===== src/design/urb_pkg.sv =====
// shared constants and types for the uart transmit/receive ring buffers
// no dependencies; used by the core, the checker and the bench

package urb_pkg;

	// ring depths, powers of two, one slot kept empty
	localparam int unsigned TX_DEPTH = 16;
	localparam int unsigned RX_DEPTH = 16;
	localparam int unsigned TX_AW    = $clog2(TX_DEPTH);
	localparam int unsigned RX_AW    = $clog2(RX_DEPTH);

	// operation codes
	localparam logic [1:0] FUNC_APP_WRITE = 2'd0;
	localparam logic [1:0] FUNC_APP_READ  = 2'd1;
	localparam logic [1:0] FUNC_LINE_RX   = 2'd2;
	localparam logic [1:0] FUNC_TX_READY  = 2'd3;

	// status codes
	localparam logic [2:0] ST_OK       = 3'd0;
	localparam logic [2:0] ST_TX_FULL  = 3'd1;
	localparam logic [2:0] ST_RX_EMPTY = 3'd2;
	localparam logic [2:0] ST_RX_DROP  = 3'd3;
	localparam logic [2:0] ST_TX_NONE  = 3'd4;

	typedef logic [TX_AW-1:0] tx_ptr_t;
	typedef logic [RX_AW-1:0] rx_ptr_t;

	// control flags held with a result item
	typedef struct packed {
		logic [2:0] status;
		logic       rx_pop;
		logic       tx_pop;
		logic       irq_en;
	} res_ctl_t;

endpackage


===== src/design/urb_if.sv =====
// valid/ready channel interfaces for items in and result items out
// depends on nothing but plain logic types

interface urb_in_if;
	logic       valid;
	logic       ready;
	logic [1:0] func;
	logic [7:0] data_byte;
	logic [3:0] line_errors;
	logic       tx_ready;

	modport source (output valid, func, data_byte, line_errors, tx_ready, input ready);
	modport sink   (input valid, func, data_byte, line_errors, tx_ready, output ready);
endinterface

interface urb_out_if;
	logic       valid;
	logic       ready;
	logic [2:0] status;
	logic [7:0] read_byte;
	logic       send_valid;
	logic [7:0] send_byte;
	logic       tx_irq_enable;

	modport source (output valid, status, read_byte, send_valid, send_byte, tx_irq_enable,
		input ready);
	modport sink   (input valid, status, read_byte, send_valid, send_byte, tx_irq_enable,
		output ready);
endinterface


===== src/design/uart_tx_rx_ring_buffers_core.sv =====
// uart transmit/receive ring buffers: two byte rings in synchronous memories
// depends on urb_pkg and the channel interfaces in urb_if.sv
//
//  channel   dir  handshake     payload
//  in_ch     in   valid/ready   func, data_byte, line_errors, tx_ready
//  out_ch    out  valid/ready   status, read_byte, send_valid, send_byte, tx_irq_enable
//
// one item per cycle while results drain; each item gives one result in the cycle after it is taken
// pointers and the enable flag live in flops; the byte read comes from the memory's
// registered read port, which doubles as the result register for that byte
// a stalled result blocks the next item until it is taken (single result slot)
// reset clears pointers, enable and the result slot; memory contents stay undefined

module uart_tx_rx_ring_buffers_core (
	input  logic       clk,
	input  logic       arst_n,
	urb_in_if.sink     in_ch,
	urb_out_if.source  out_ch
);

	logic [7:0] tx_mem [urb_pkg::TX_DEPTH];
	logic [7:0] rx_mem [urb_pkg::RX_DEPTH];

	urb_pkg::tx_ptr_t tx_wr_q, tx_rd_q, tx_wr_nxt, tx_rd_nxt;
	urb_pkg::rx_ptr_t rx_wr_q, rx_rd_q, rx_wr_nxt, rx_rd_nxt;
	logic             irq_q;
	logic             out_valid_q;
	urb_pkg::res_ctl_t ctl_q, ctl_d;
	logic [7:0]       tx_rdata_q, rx_rdata_q;

	logic accept;
	logic tx_empty, tx_full, rx_empty, rx_full;
	logic tx_we, rx_we, tx_re, rx_re;
	logic irq_d;

	// pointer advance with wrap at the depth
	assign tx_wr_nxt = (tx_wr_q == urb_pkg::tx_ptr_t'(urb_pkg::TX_DEPTH - 1)) ? '0
		: tx_wr_q + urb_pkg::tx_ptr_t'(1);
	assign tx_rd_nxt = (tx_rd_q == urb_pkg::tx_ptr_t'(urb_pkg::TX_DEPTH - 1)) ? '0
		: tx_rd_q + urb_pkg::tx_ptr_t'(1);
	assign rx_wr_nxt = (rx_wr_q == urb_pkg::rx_ptr_t'(urb_pkg::RX_DEPTH - 1)) ? '0
		: rx_wr_q + urb_pkg::rx_ptr_t'(1);
	assign rx_rd_nxt = (rx_rd_q == urb_pkg::rx_ptr_t'(urb_pkg::RX_DEPTH - 1)) ? '0
		: rx_rd_q + urb_pkg::rx_ptr_t'(1);

	assign tx_empty = (tx_wr_q == tx_rd_q);
	assign tx_full  = (tx_wr_nxt == tx_rd_q);
	assign rx_empty = (rx_wr_q == rx_rd_q);
	assign rx_full  = (rx_wr_nxt == rx_rd_q);

	// handshake: take an item when the result slot is free or being emptied
	assign in_ch.ready = !out_valid_q || out_ch.ready;
	assign accept      = in_ch.valid && in_ch.ready;

	// operation decode
	always_comb begin
		tx_we = 1'b0;
		rx_we = 1'b0;
		tx_re = 1'b0;
		rx_re = 1'b0;
		irq_d = irq_q;
		ctl_d = '{status: urb_pkg::ST_OK, rx_pop: 1'b0, tx_pop: 1'b0, irq_en: 1'b0};
		unique case (in_ch.func)
			urb_pkg::FUNC_APP_WRITE: begin
				if (tx_full) begin
					ctl_d.status = urb_pkg::ST_TX_FULL;
				end else begin
					tx_we = 1'b1;
					if (in_ch.tx_ready) irq_d = 1'b1;
				end
			end
			urb_pkg::FUNC_APP_READ: begin
				if (rx_empty) begin
					ctl_d.status = urb_pkg::ST_RX_EMPTY;
				end else begin
					rx_re        = 1'b1;
					ctl_d.rx_pop = 1'b1;
				end
			end
			urb_pkg::FUNC_LINE_RX: begin
				if (in_ch.line_errors != 4'd0 || rx_full) begin
					ctl_d.status = urb_pkg::ST_RX_DROP;
				end else begin
					rx_we = 1'b1;
				end
			end
			urb_pkg::FUNC_TX_READY: begin
				if (tx_empty) begin
					irq_d        = 1'b0;
					ctl_d.status = urb_pkg::ST_TX_NONE;
				end else begin
					tx_re        = 1'b1;
					ctl_d.tx_pop = 1'b1;
				end
			end
			default: ;
		endcase
		ctl_d.irq_en = irq_d;
	end

	// pointer, enable and result slot state
	always_ff @(posedge clk or negedge arst_n) begin
		if (!arst_n) begin
			tx_wr_q     <= '0;
			tx_rd_q     <= '0;
			rx_wr_q     <= '0;
			rx_rd_q     <= '0;
			irq_q       <= 1'b0;
			out_valid_q <= 1'b0;
			ctl_q       <= '0;
		end else begin
			if (accept) begin
				if (tx_we) tx_wr_q <= tx_wr_nxt;
				if (tx_re) tx_rd_q <= tx_rd_nxt;
				if (rx_we) rx_wr_q <= rx_wr_nxt;
				if (rx_re) rx_rd_q <= rx_rd_nxt;
				irq_q       <= irq_d;
				ctl_q       <= ctl_d;
				out_valid_q <= 1'b1;
			end else if (out_ch.ready) begin
				out_valid_q <= 1'b0;
			end
		end
	end

	// transmit ring memory, registered read
	always_ff @(posedge clk) begin
		if (accept && tx_we) tx_mem[tx_wr_q] <= in_ch.data_byte;
		if (accept && tx_re) tx_rdata_q <= tx_mem[tx_rd_q];
	end

	// receive ring memory, registered read
	always_ff @(posedge clk) begin
		if (accept && rx_we) rx_mem[rx_wr_q] <= in_ch.data_byte;
		if (accept && rx_re) rx_rdata_q <= rx_mem[rx_rd_q];
	end

	// result item
	assign out_ch.valid         = out_valid_q;
	assign out_ch.status        = ctl_q.status;
	assign out_ch.read_byte     = ctl_q.rx_pop ? rx_rdata_q : 8'd0;
	assign out_ch.send_valid    = ctl_q.tx_pop;
	assign out_ch.send_byte     = ctl_q.tx_pop ? tx_rdata_q : 8'd0;
	assign out_ch.tx_irq_enable = ctl_q.irq_en;

endmodule


===== src/flat_wrapper.sv =====
// flat-port wrapper written by rule: the top's interface ports become plain ports
module uart_tx_rx_ring_buffers_core_flat 
  (clk, arst_n, in_ch_valid, in_ch_func, in_ch_data_byte, in_ch_line_errors, in_ch_tx_ready, in_ch_ready, out_ch_valid, out_ch_status, out_ch_read_byte, out_ch_send_valid, out_ch_send_byte, out_ch_tx_irq_enable, out_ch_ready);
  urb_in_if in_ch_i ();
  urb_out_if out_ch_i ();
  input  logic clk;
  input  logic arst_n;
  input wire logic [$bits(in_ch_i.valid)-1:0] in_ch_valid;
  input wire logic [$bits(in_ch_i.func)-1:0] in_ch_func;
  input wire logic [$bits(in_ch_i.data_byte)-1:0] in_ch_data_byte;
  input wire logic [$bits(in_ch_i.line_errors)-1:0] in_ch_line_errors;
  input wire logic [$bits(in_ch_i.tx_ready)-1:0] in_ch_tx_ready;
  output wire logic [$bits(in_ch_i.ready)-1:0] in_ch_ready;
  output wire logic [$bits(out_ch_i.valid)-1:0] out_ch_valid;
  output wire logic [$bits(out_ch_i.status)-1:0] out_ch_status;
  output wire logic [$bits(out_ch_i.read_byte)-1:0] out_ch_read_byte;
  output wire logic [$bits(out_ch_i.send_valid)-1:0] out_ch_send_valid;
  output wire logic [$bits(out_ch_i.send_byte)-1:0] out_ch_send_byte;
  output wire logic [$bits(out_ch_i.tx_irq_enable)-1:0] out_ch_tx_irq_enable;
  input wire logic [$bits(out_ch_i.ready)-1:0] out_ch_ready;
  assign in_ch_i.valid = in_ch_valid;
  assign in_ch_i.func = in_ch_func;
  assign in_ch_i.data_byte = in_ch_data_byte;
  assign in_ch_i.line_errors = in_ch_line_errors;
  assign in_ch_i.tx_ready = in_ch_tx_ready;
  assign in_ch_ready = in_ch_i.ready;
  assign out_ch_valid = out_ch_i.valid;
  assign out_ch_status = out_ch_i.status;
  assign out_ch_read_byte = out_ch_i.read_byte;
  assign out_ch_send_valid = out_ch_i.send_valid;
  assign out_ch_send_byte = out_ch_i.send_byte;
  assign out_ch_tx_irq_enable = out_ch_i.tx_irq_enable;
  assign out_ch_i.ready = out_ch_ready;
  uart_tx_rx_ring_buffers_core u_core (.clk(clk), .arst_n(arst_n), .in_ch(in_ch_i), .out_ch(out_ch_i));
endmodule

===== config.mk =====
export PLATFORM = sky130hd
export DESIGN_NAME = uart_tx_rx_ring_buffers_core_flat
export DESIGN_NICKNAME = d
export VERILOG_FILES = /design/src/design/urb_pkg.sv /design/src/design/urb_if.sv /design/src/design/uart_tx_rx_ring_buffers_core.sv /design/src/flat_wrapper.sv
export SDC_FILE = /design/constraint.sdc
export NUM_CORES = 1
export LEC_CHECK = 0
export BUFFER_PORTS_ARGS = -buffer_cell sky130_fd_sc_hd__buf_2
export CORE_UTILIZATION = 30
export CTS_CLUSTER_DIAMETER = 80
export DETAILED_ROUTE_END_ITERATION = 10
export SLEW_MARGIN = 20
export SYNTH_ARGS = -nofsm -noshare
export SYNTH_HDL_FRONTEND = slang
export SYNTH_SLANG_ARGS = --single-unit

===== constraint.sdc =====
create_clock -name clk -period 4.2 [get_ports clk]
set_input_delay 1.26 -clock clk [delete_from_list [all_inputs] [get_ports clk]]
set_output_delay 1.26 -clock clk [all_outputs]
set_load 0.005 [all_outputs]

# == Word level (Yosys, flattened, before mapping) ==
# Memories as Yosys holds them, arrays and structs flattened. A register that Yosys moved wholly into a read port is not among the register bits.
# Index checks and enable logic that the tools add are counted.
# Widths: inputs -> output; s select.
# word_totals
ff_bits,23
ram_bits,256
in_bits,19
n_memories,2
# memory_table
name,depth,word_bits,read_ports,rd_ports_with_merged_regs,wr,line_no,source
u_core.rx_mem,16,8,1,1,1,uart_tx_rx_ring_buffers_core.sv:22,logic [7:0] rx_mem [urb_pkg::RX_DEPTH];
u_core.tx_mem,16,8,1,1,1,uart_tx_rx_ring_buffers_core.sv:21,logic [7:0] tx_mem [urb_pkg::TX_DEPTH];
# classes
add_sub_neg,4
eq_ne,14
mux,29
reduce_logical,17
# ops
operator,count
$mux 1,18
$add 4x1->4 const B,4
$eq 4x4->1,4
$eq 4x4->1 const B,4
$mux 4,4
$mux 8,2
$pmux 3 s4,1
$reduce_and 2->1,4
$logic_and 1x1->1,5
$reduce_and 5->1,1
$eq 2x2->1 const B,2
$mux 2,2
$ne 2x2->1 const B,2
$reduce_bool 2->1,2
$reduce_bool 4->1,1
$mux 3,1
$eq 2x1->1 const B,1
$logic_not 2->1,1
$logic_or 1x1->1,2
$ne 2x1->1 const B,1
$pmux 1 s2,1
$logic_not 1->1,1

# == Logic depth before layout (Yosys ltp) ==
# Gate-level depths: netlist (run 1).
# depth
word_depth,9
depth_mapped,8

# == Worst setup path after synthesis (run 1) ==
# No wires, ideal clock.
# synth_timing
path_kind,input port to flip-flop
start,input out_ch_ready
end,"memory u_core.tx_mem[3][0], enable pin"
t_arrival_ns,2.689
t_required_ns,3.817
slack_ns,1.127
cell_stages,6
path_buffers,0
cell_sequence,nand2b_1 -> nand2_1 -> nor3_1 -> o21a_4 -> nand2_1 -> nor3_1
# synth_between
elab_chain_len,5
# synth_lines
element,line_no,source
start: declaration,flat_wrapper.sv:20,input wire logic [$bits(out_ch_i.ready)-1:0] out_ch_ready;
$logic_or 1x1->1,uart_tx_rx_ring_buffers_core.sv:52,assign in_ch.ready = !out_valid_q || out_ch.ready;
$logic_and 1x1->1,uart_tx_rx_ring_buffers_core.sv:53,assign accept = in_ch.valid && in_ch.ready;
$logic_and 1x1->1,uart_tx_rx_ring_buffers_core.sv:128,if (accept && tx_we) tx_mem[tx_wr_q] <= in_ch.data_byte;
$mux 1,uart_tx_rx_ring_buffers_core.sv:128,
$mux 1 (not written as such),uart_tx_rx_ring_buffers_core.sv:128,
end: declaration,uart_tx_rx_ring_buffers_core.sv:21,
# Every way passes these cells.

# == Worst setup path in the final report (run 1) ==
# layout_timing
start,input out_ch_ready
end,output in_ch_ready
# layout_between
elab_chain_len,1
# layout_lines
element,line_no,source
$logic_or 1x1->1,uart_tx_rx_ring_buffers_core.sv:52,
end: declaration,flat_wrapper.sv:13,output wire logic [$bits(in_ch_i.ready)-1:0] in_ch_ready;
# Every way passes these cells.

==> results.tsv, run 1 <==
stage	metric	value	unit
floorplan	Die Ht	202	um
yosys	Yosys top cell by area	edfxtp_1	
global_route	first-pass GRT wire length	38.8	mm
timing	worst slew pin tran	0.881	ns
global_route	GRT Residual Overflow	0	
setup_path	CP Capture Type	primary output	
pwr	Power Density	634	nW/um^2
drt	Vias/cell	4.82	
timing	RSZ-0062 raised after global routing	false	
drt	via count	5890	
yosys	Synth Register Bits	295	
setup_path	WS Path Type	in -> out	
yosys	synth warn	0	
place	IO buf count	41	
clocking	Sink Count	295	
timing	Hold Vio Cnt, Final	0	
cells_and_area	Inserted Diodes	0	
place	Area after DPL	12700	sq um
floorplan	Top Ports	42	
yosys	Synth cell types	42	
setup_path	Max Fanout on Critical Path	4	
drt	drc violations	0	
setup_path	FF-to-FF Start	u_core.tx_wr_q[3]	
clocking	clock-pin slew on the worst setup and hold paths	0.07	ns
yosys	Synth top area share	0.681	
yosys	cells taking the most area after synthesis	edfxtp_1 68%, mux4_2 12%, dfrtp_1 4.8%	
yosys	Cell Area, Synth	12000	sq um
pwr	Max VDD drop	0.000331	V
global_route	largest net degree at the start of global routing	39	
yosys	Syn Inst Count	632	
setup_path	worst reg2reg setup slack	1.33	ns
setup_path	depth of the worst register-to-register path	6	
drt	routed wire length	25.2	mm
flow_run	max-cap violation count	0	
yosys	syn_area_per_cell	19.0	sq um
floorplan	row cnt	72	
global_route	initial antenna violation count	0	
yosys	post-synthesis sequential area ratio	0.729	
yosys	Async SR Flop Fraction	0.0780	
global_route	GRT Total Usage	0.125	
setup_path	FF-to-FF End	u_core.tx_mem[7][7]	
clocking	number of setup buffers added after CTS	0	
yosys	ys flop type	edfxtp_1	
floorplan	die area	40800	sq um
cells_and_area	layout cells sized above 1	0.257	
floorplan	total core area	39000	sq um
setup_path	Data required, critical path	2.94	ns
setup_path	Critical Path Start	out_ch_ready	
timing	final setup TNS	0	ns
setup_path	Critical Path Sink	in_ch_ready	
clocking	CTS H-tree lvls	1	
cells_and_area	P&R area growth vs syn	15.9	%
yosys	Mapped Nets	663	
setup_path	crit start category	input port	
drt	DRT iter0 DRCs	483	
timing	final setup fails	0	
status	status	complete, no violations	
timing	Tcrit/Tclk final	0.708	
yosys	Post-synth EDFFs	272	
setup_path	Worst EP arrival	1.71	ns
clocking	cts repair resizes	0	
clocking	total CTS buffers	30	
clocking	worst-skew pair later-pin latency	0.56	ns
drt	Pre-antenna DRT Iters	4	
floorplan	Initial Util	0.307	
min_path	Hold Path Class	reg -> reg	
drt	Wirelength per Cell	20.6	um
place	Detail Placement HPWL	15.9	mm
clocking	CTS tree	built	
timing	crit path time final	2.97	ns
cells_and_area	fin nets	710	
timing	f_max	336	MHz
clocking	CTS Hold Bufs	0	
drt	Routed Antenna Nets	0	
cells_and_area	design area	13900	sq um
timing	Slew Viols, Final	0	
clocking	Max clock buf depth	3	
timing	slew margin rel.	0.413	
floorplan	Chip Width	202	um
global_route	vias in the first global route	6022	
pwr	Leak Pwr	4.60	nW
timing	Clock Skews	0.0200	ns
place	final RePlAce weighted congestion	0.743	
clocking	Root Driver	clkbuf_16	
==> critical path, stage by stage <==
cell      delay [ns]
buf_2           0.09
nand2b_1        0.20
buf_2           0.16
==> cell families after synthesis <==
family | count (synthesis) | share of synthesized area
buffers and inverters | 42 | 0.0178
and+or+nand+nor | 116 | 0.0547
AOI/OAI and AO/OA | 63 | 0.0340
muxes | 84 | 0.137
xor gates and xnor gates | 20 | 0.0146
DFF | 295 | 0.729
adders and majority gates | 12 | 0.0125
==> cell usage in the layout (no fill, tap or decap), types with 12 or more instances in the layout <==
| cell | instances |
|---|---|
| buf_2 | 41 |
| dfrtp_1 | 21 |
| ha_1 | 12 |
| mux2i_1 | 16 |
| clkbuf_16 | 31 |
| a21oi_1 | 20 |
| and3_1 | 22 |
| nand2_1 | 24 |
| xnor2_1 | 18 |
| nor2b_1 | 19 |
| edfxtp_1 | 272 |
| mux4_2 | 64 |
| a211oi_1 | 17 |
| and2_1 | 18 |
==> metrics by stage <==
stage / std cells / utilization / setup slack (ns) / total power [mW] / hold WS [ns]
2_1_floorplan: 632 / - / 1.13 / 5.24 / 0.448
3_3_place_gp: 1165 / 0.327 / 0.843 / 5.86 / 0.488
3_5_place_dp: 1165 / 0.327 / 0.758 / 5.85 / 0.502
4_1_cts: 1221 / 0.356 / 1.22 / 8.91 / 0.537
5_1_grt: 1221 / 0.356 / 1.17 / 9.19 / 0.552
6_report: 1221 / 0.356 / 1.23 / 8.82 / 0.527
==> report_power, final <==
part	total [mW]	leakage [nW]	internal, mW	switching (mW)
registers	3.73	2.73	3.38	0.350
logic	2.03	1.33	1.02	1.00
clock network	3.06	0.548	1.87	1.20
==> state kept, by name, summed over array words and instances, names as in the netlist, 3 cells and up <==
signal                count
u_core.rx_rd_q            4
u_core.tx_mem           128
u_core.rx_wr_q            4
u_core.tx_wr_q            4
u_core.rx_mem           128
u_core.tx_rdata_q         8
u_core.rx_rdata_q         8
u_core.out_ch.status      3
u_core.tx_rd_q            4
==> Yosys cell counts (2+ instances only) <==
master / count
mux2_2: 4
inv_1: 5
a21oi_1: 20
o31ai_1: 2
o21ai_1: 2
nand3_1: 2
clkbuf_1: 14
nor2_1: 11
nand2_1: 24
edfxtp_1: 272
o21ai_0: 9
ha_1: 12
and3_1: 22
nand4_1: 3
a211oi_1: 17
mux4_2: 64
buf_2: 12
and2_1: 18
mux2i_1: 16
a22o_1: 2
and4b_1: 2
xnor2_1: 18
nand2b_1: 4
dfrtp_1: 23
nor3_1: 3
a31oi_1: 5
nor2b_1: 19
and4_1: 4
xor2_1: 2
buf_4: 8
a21o_1: 2
==> how the worst min path moves through the flow <==
stage	end	cells after the start	start
2_1_floorplan	u_core.out_ch.status[2]	2	u_core.out_ch.status[2]
3_3_place_gp	u_core.out_ch.status[0]	2	u_core.out_ch.status[0]
3_5_place_dp	u_core.out_ch.status[0]	2	u_core.out_ch.status[0]
4_1_cts	u_core.out_ch.status[0]	2	u_core.out_ch.status[0]
5_1_grt	u_core.out_ch.status[0]	2	u_core.out_ch.status[0]
6_report	u_core.out_ch.status[0]	2	u_core.out_ch.status[0]
==> final cells by class <==
class	instances	area [sq um]
Fill cell	3591	25100
Sequential cell	295	8750
Multi-Input combinational cell	295	3040
Clock buffer	31	776
Tap cell	518	648
Clock inverter	25	387
Timing Repair Buffer	52	288
Inverter	5	18.8
==> layer usage <==
layer  wire length, um  part of all wire  global-route usage
met4               463             0.018              0.0303
met2             11500              0.46               0.196
met5                 0                 0                   0
met1             11900              0.47               0.182
met3              1340             0.053              0.0216
Power figures use the tool's default switching activity.
==> run 2: changes to the inputs <==
clock period = 2.5 ns   (was 4.2 ns; I/O delays follow)
==> results.tsv, run 2 (same netlist as run 1, synthesis figures left out) <==
stage	metric	value	unit
setup_path	crit start category	flop	
cells_and_area	commonest non-fill, non-tap cell in the layout	edfxtp_1	
timing	final setup TNS	0	ns
setup_path	CP max stage cell	dfrtp_1	
setup_path	CP Capture Type	flop	
timing	Clock Skews	0.00812	ns
setup_path	FF-to-FF Start	u_core.tx_wr_q[0]	
clocking	Sink Count	295	
cells_and_area	Register Area	8750	sq um
drt	Wirelength per Cell	20.3	um
cells_and_area	fin nets	766	
pwr	total power	14.3	mW
clocking	clock-pin slew on the worst setup and hold paths	0.07	ns
floorplan	total core area	39000	sq um
pwr	Leak Pwr	4.85	nW
place	Detail Placement HPWL	16.2	mm
clocking	total CTS buffers	28	
drt	Vias/cell	4.67	
timing	Final WS setup	0.0791	ns
drt	Routed Antenna Nets	0	
global_route	largest net degree at the start of global routing	38	
setup_path	FF-to-FF End	u_core.tx_mem[0][5]	
setup_path	depth of the worst register-to-register path	8	
min_path	Hold Path Class	in -> async	
floorplan	die area	40800	sq um
global_route	first-pass GRT wire length	39.4	mm
setup_path	worst path cell trace	ha_1 -> a21oi_1 -> a211oi_1 -> xnor2_1 -> o21a_4 -> nand2_1 -> nor3_2 -> buf_4	
pwr	Power Density	1000	nW/um^2
place	Area after DPL	13300	sq um
drt	Pre-antenna DRT Iters	4	
clocking	Max clock buf depth	3	
floorplan	Initial Util	0.307	
place	final RePlAce weighted congestion	0.785	
cells_and_area	most frequent cells in the layout	272 x edfxtp_1, 64 x mux4_2, 57 x buf_4	
global_route	initial antenna violation count	2	
cells_and_area	multi-input logic area	3050	sq um
global_route	GRT Residual Overflow	0	
drt	via count	5968	
cells_and_area	design area	14300	sq um
clocking	worst-skew pair later-pin latency	0.55	ns
flow_run	max-cap violation count	0	
cells_and_area	Post-Route Utilization	0.365	
floorplan	row cnt	72	
global_route	vias in the first global route	6191	
setup_path	WS Path Type	reg -> reg	
clocking	Root Driver	clkbuf_16	
cells_and_area	P&R area growth vs syn	18.8	%
place	pre-CTS WS	0.0517	ns
pwr	Max VDD drop	0.000595	V
place	Post-Place Cells	1222	
place	IO buf count	41	
timing	RSZ-0062 raised after global routing	false	
global_route	GRT Total Usage	0.129	
timing	slew margin rel.	0.512	
clocking	cts repair resizes	0	
timing	Tcrit/Tclk final	0.968	
setup_path	CP max stage delay	0.48	ns
cells_and_area	Layout Cells excl Fill	1277	
drt	drc violations	0	
timing	Hold Vio Cnt, Final	0	
timing	f_max	413	MHz
clocking	CTS Hold Bufs	0	
timing	crit path time final	2.42	ns
cells_and_area	fill cell count	3617	
setup_path	Data required, critical path	2.75	ns
cells_and_area	largest registers	u_core.rx_mem x128, u_core.tx_mem x128	
drt	DRT iter0 DRCs	337	
floorplan	Top Ports	42	
timing	final setup fails	0	
floorplan	Die Ht	202	um
cells_and_area	layout cells sized above 1	0.303	
setup_path	worst reg2reg setup slack	0.08	ns
setup_path	Max Fanout on Critical Path	11	
clocking	CTS H-tree lvls	1	
timing	Slew Viols, Final	0	
status	status	complete, no violations	
clocking	CTS tree	built	
floorplan	Chip Width	202	um
drt	routed wire length	26.0	mm
timing	worst slew pin tran	0.733	ns
setup_path	Worst EP arrival	2.67	ns
timing	final hold slack	0.219	ns
## run 2: final cells by class
type                       count  share of cell area
clock inverter                20              0.0125
timing repair buffer         110              0.0613
tap                          518              0.0455
antenna                        2            0.000351
clock buffer                  32              0.0517
inverter                       5             0.00132
sequential                   295               0.614
multi-input combinational    295               0.214
## run 2: metal layers
metal  GRT usage  routed length (um)  share of wire  up-vias
met2       0.202               12000           0.46      127
li1            -                   -              -     2743
met4      0.0287                 607          0.023        0
met3      0.0243                1500          0.058       38
met5           0                   0              0        -
met1       0.187               11900           0.46     3060
## run 2: worst max-delay path, delay by kind of cell (launching register included)
kind,cells,cell delay [ns]
buffers and inverters,1,0.19
xor gates and xnor gates,1,0.37
adders and majority gates,1,0.28
AOI/OAI and AO/OA,3,0.56
and+or+nand+nor,2,0.24
DFF,1,0.48
## run 2: worst max path at each step
stage,cells past startpoint,endpoint,start
after detailed placement,8,u_core.tx_mem[0][1],out_ch_ready
after global routing,8,u_core.tx_mem[8][7],u_core.tx_wr_q[0]
after CTS,8,u_core.tx_mem[0][5],u_core.tx_wr_q[0]
final,8,u_core.tx_mem[0][5],u_core.tx_wr_q[0]
after global placement,8,u_core.tx_mem[7][2],out_ch_ready
after floorplan,6,u_core.tx_mem[11][0],out_ch_ready
## run 2: power breakdown
part	total, mW	internal, mW	switching (mW)
clock network	4.24	2.42	1.82
registers	5.98	5.68	0.295
logic	4.09	1.98	2.10
## run 2: what timing repair did
item / 4_1_cts / 5_1_grt
buffers inserted: 0 / 1
setup endpoints to repair: 0 / 32
hold endpoints to repair: 0 / 0
==> run 3: changes to the inputs <==
CORE_MARGIN = 2   (was unset)
==> results.tsv, run 3 (same netlist as run 1, synthesis figures left out) <==
stage	metric	value	unit
place	Detail Placement HPWL	16.8	mm
cells_and_area	multi-input logic area	3060	sq um
setup_path	Data required, critical path	2.76	ns
setup_path	CP Capture Type	flop	
pwr	Comb pwr share	0.279	
pwr	Power Density	1010	nW/um^2
setup_path	WS Path Type	reg -> reg	
cells_and_area	largest registers	u_core.rx_mem x128, u_core.tx_mem x128	
cells_and_area	most frequent cells in the layout	272 x edfxtp_1, 64 x mux4_2, 58 x buf_4	
pwr	Max VDD drop	0.000577	V
drt	via count	6052	
place	final RePlAce weighted congestion	0.770	
drt	DRT iter0 DRCs	460	
cells_and_area	commonest non-fill, non-tap cell in the layout	edfxtp_1	
status	status	complete, no violations	
cells_and_area	Layout Cells excl Fill	1282	
timing	slew margin rel.	0.511	
drt	Pre-antenna DRT Iters	4	
clocking	cts repair resizes	0	
pwr	switching power total	4.14	mW
clocking	Sink Count	295	
cells_and_area	Inserted Diodes	0	
clocking	Root Driver	clkbuf_16	
floorplan	Die Ht	204	um
place	Post-Place Cells	1230	
timing	Tcrit/Tclk final	0.936	
pwr	Leak Pwr	4.88	nW
clocking	CTS tree	built	
setup_path	FF-to-FF Start	u_core.rx_wr_q[1]	
drt	Wirelength per Cell	20.4	um
timing	crit path time final	2.34	ns
floorplan	Chip Width	204	um
global_route	initial antenna violation count	0	
clocking	worst-skew pair later-pin latency	0.55	ns
global_route	vias in the first global route	6287	
timing	worst slew pin tran	0.734	ns
pwr	power share of the clock group	0.311	
clocking	number of setup buffers added after CTS	0	
setup_path	worst reg2reg setup slack	0.16	ns
cells_and_area	fin nets	766	
setup_path	Worst EP arrival	2.60	ns
clocking	Max clock buf depth	3	
clocking	CTS H-tree lvls	1	
floorplan	Top Ports	42	
cells_and_area	Post-Route Utilization	0.361	
global_route	first-pass GRT wire length	39.6	mm
cells_and_area	P&R area growth vs syn	19.4	%
setup_path	Max Fanout on Critical Path	18	
drt	Vias/cell	4.72	
drt	drc violations	0	
cells_and_area	layout cells sized above 1	0.305	
global_route	largest net degree at the start of global routing	35	
setup_path	FF-to-FF End	u_core.rx_mem[12][3]	
cells_and_area	fill cell count	3704	
min_path	Hold Path Class	in -> async	
place	IO buf count	41	
pwr	Sw Share	0.287	
flow_run	max-cap violation count	0	
setup_path	crit start category	flop	
global_route	GRT Residual Overflow	0	
drt	Routed Antenna Nets	0	
timing	RSZ-0062 raised after global routing	false	
clocking	CTS Hold Bufs	0	
global_route	GRT Total Usage	0.128	
timing	f_max	428	MHz
pwr	total power	14.4	mW
floorplan	total core area	39600	sq um
floorplan	row cnt	73	
timing	Clock Skews	0.00868	ns
timing	Slew Viols, Final	0	
drt	routed wire length	26.2	mm
clocking	clock-pin slew on the worst setup and hold paths	0.06	ns
pwr	power share of the sequential group	0.410	
timing	Hold Vio Cnt, Final	0	
timing	final hold slack	0.195	ns
timing	final setup TNS	0	ns
floorplan	Initial Util	0.303	
setup_path	depth of the worst register-to-register path	8	
timing	final setup fails	0	
pwr	P_int	10.3	mW
cells_and_area	Register Area	8750	sq um
clocking	total CTS buffers	28	
floorplan	die area	41600	sq um
## run 3: how the worst max path moves through the flow
stage / from / to / slack, ns / cells after the start
floorplan: out_ch_ready / u_core.tx_mem[11][0] / 0.17 / 6
global placement: out_ch_ready / u_core.tx_mem[8][7] / 0.12 / 9
detailed placement: out_ch_ready / u_core.tx_mem[8][7] / 0.08 / 9
CTS: u_core.tx_wr_q[1] / u_core.tx_mem[8][5] / 0.15 / 8
global route: u_core.rx_wr_q[1] / u_core.rx_mem[11][2] / 0.002 / 8
finish: u_core.rx_wr_q[1] / u_core.rx_mem[12][3] / 0.16 / 8
## run 3: final cells by class
| type | count | area share |
|---|---|---|
| repair buffers | 110 | 0.0601 |
| inverters | 5 | 0.00131 |
| flip-flops and latches | 295 | 0.611 |
| well taps | 525 | 0.0459 |
| clock inverters | 11 | 0.0112 |
| multi-input cells | 295 | 0.214 |
| clock buffers | 41 | 0.0573 |
## run 3: worst max-delay path: stages (launching register included)
cell and delay (ns):
dfrtp_1 0.49, ha_1 0.27, a21oi_1 0.08, a211oi_2 0.30
xnor2_2 0.16, o2111a_1 0.25, buf_12 0.15, and3_1 0.17
buf_4 0.18
## run 3: power groups by stage
stage          Combinational [mW]  Clock, mW  Sequential [mW]
2_1_floorplan                2.91          0             5.90
3_3_place_gp                 4.09          0             6.02
3_5_place_dp                 4.09          0             6.03
4_1_cts                      4.11       4.58             5.92
5_1_grt                      4.41       4.77             5.96
6_report                     4.03       4.49             5.92
## run 3: metrics by stage
stage	setup slack [ns]	instance area, sq um
after global placement	0.115	13300
final	0.161	14300
after CTS	0.146	14300
after global routing	0.00150	14300
after detailed placement	0.0763	13300
after floorplan	0.166	12000
## run 3: per-layer routing
metal,track usage,part of all wire,up-vias
li1,-,-,2732
met1,0.176,0.45,3121
met5,0,0,-
met2,0.212,0.48,156
met4,0.0321,0.022,0
met3,0.0214,0.049,43
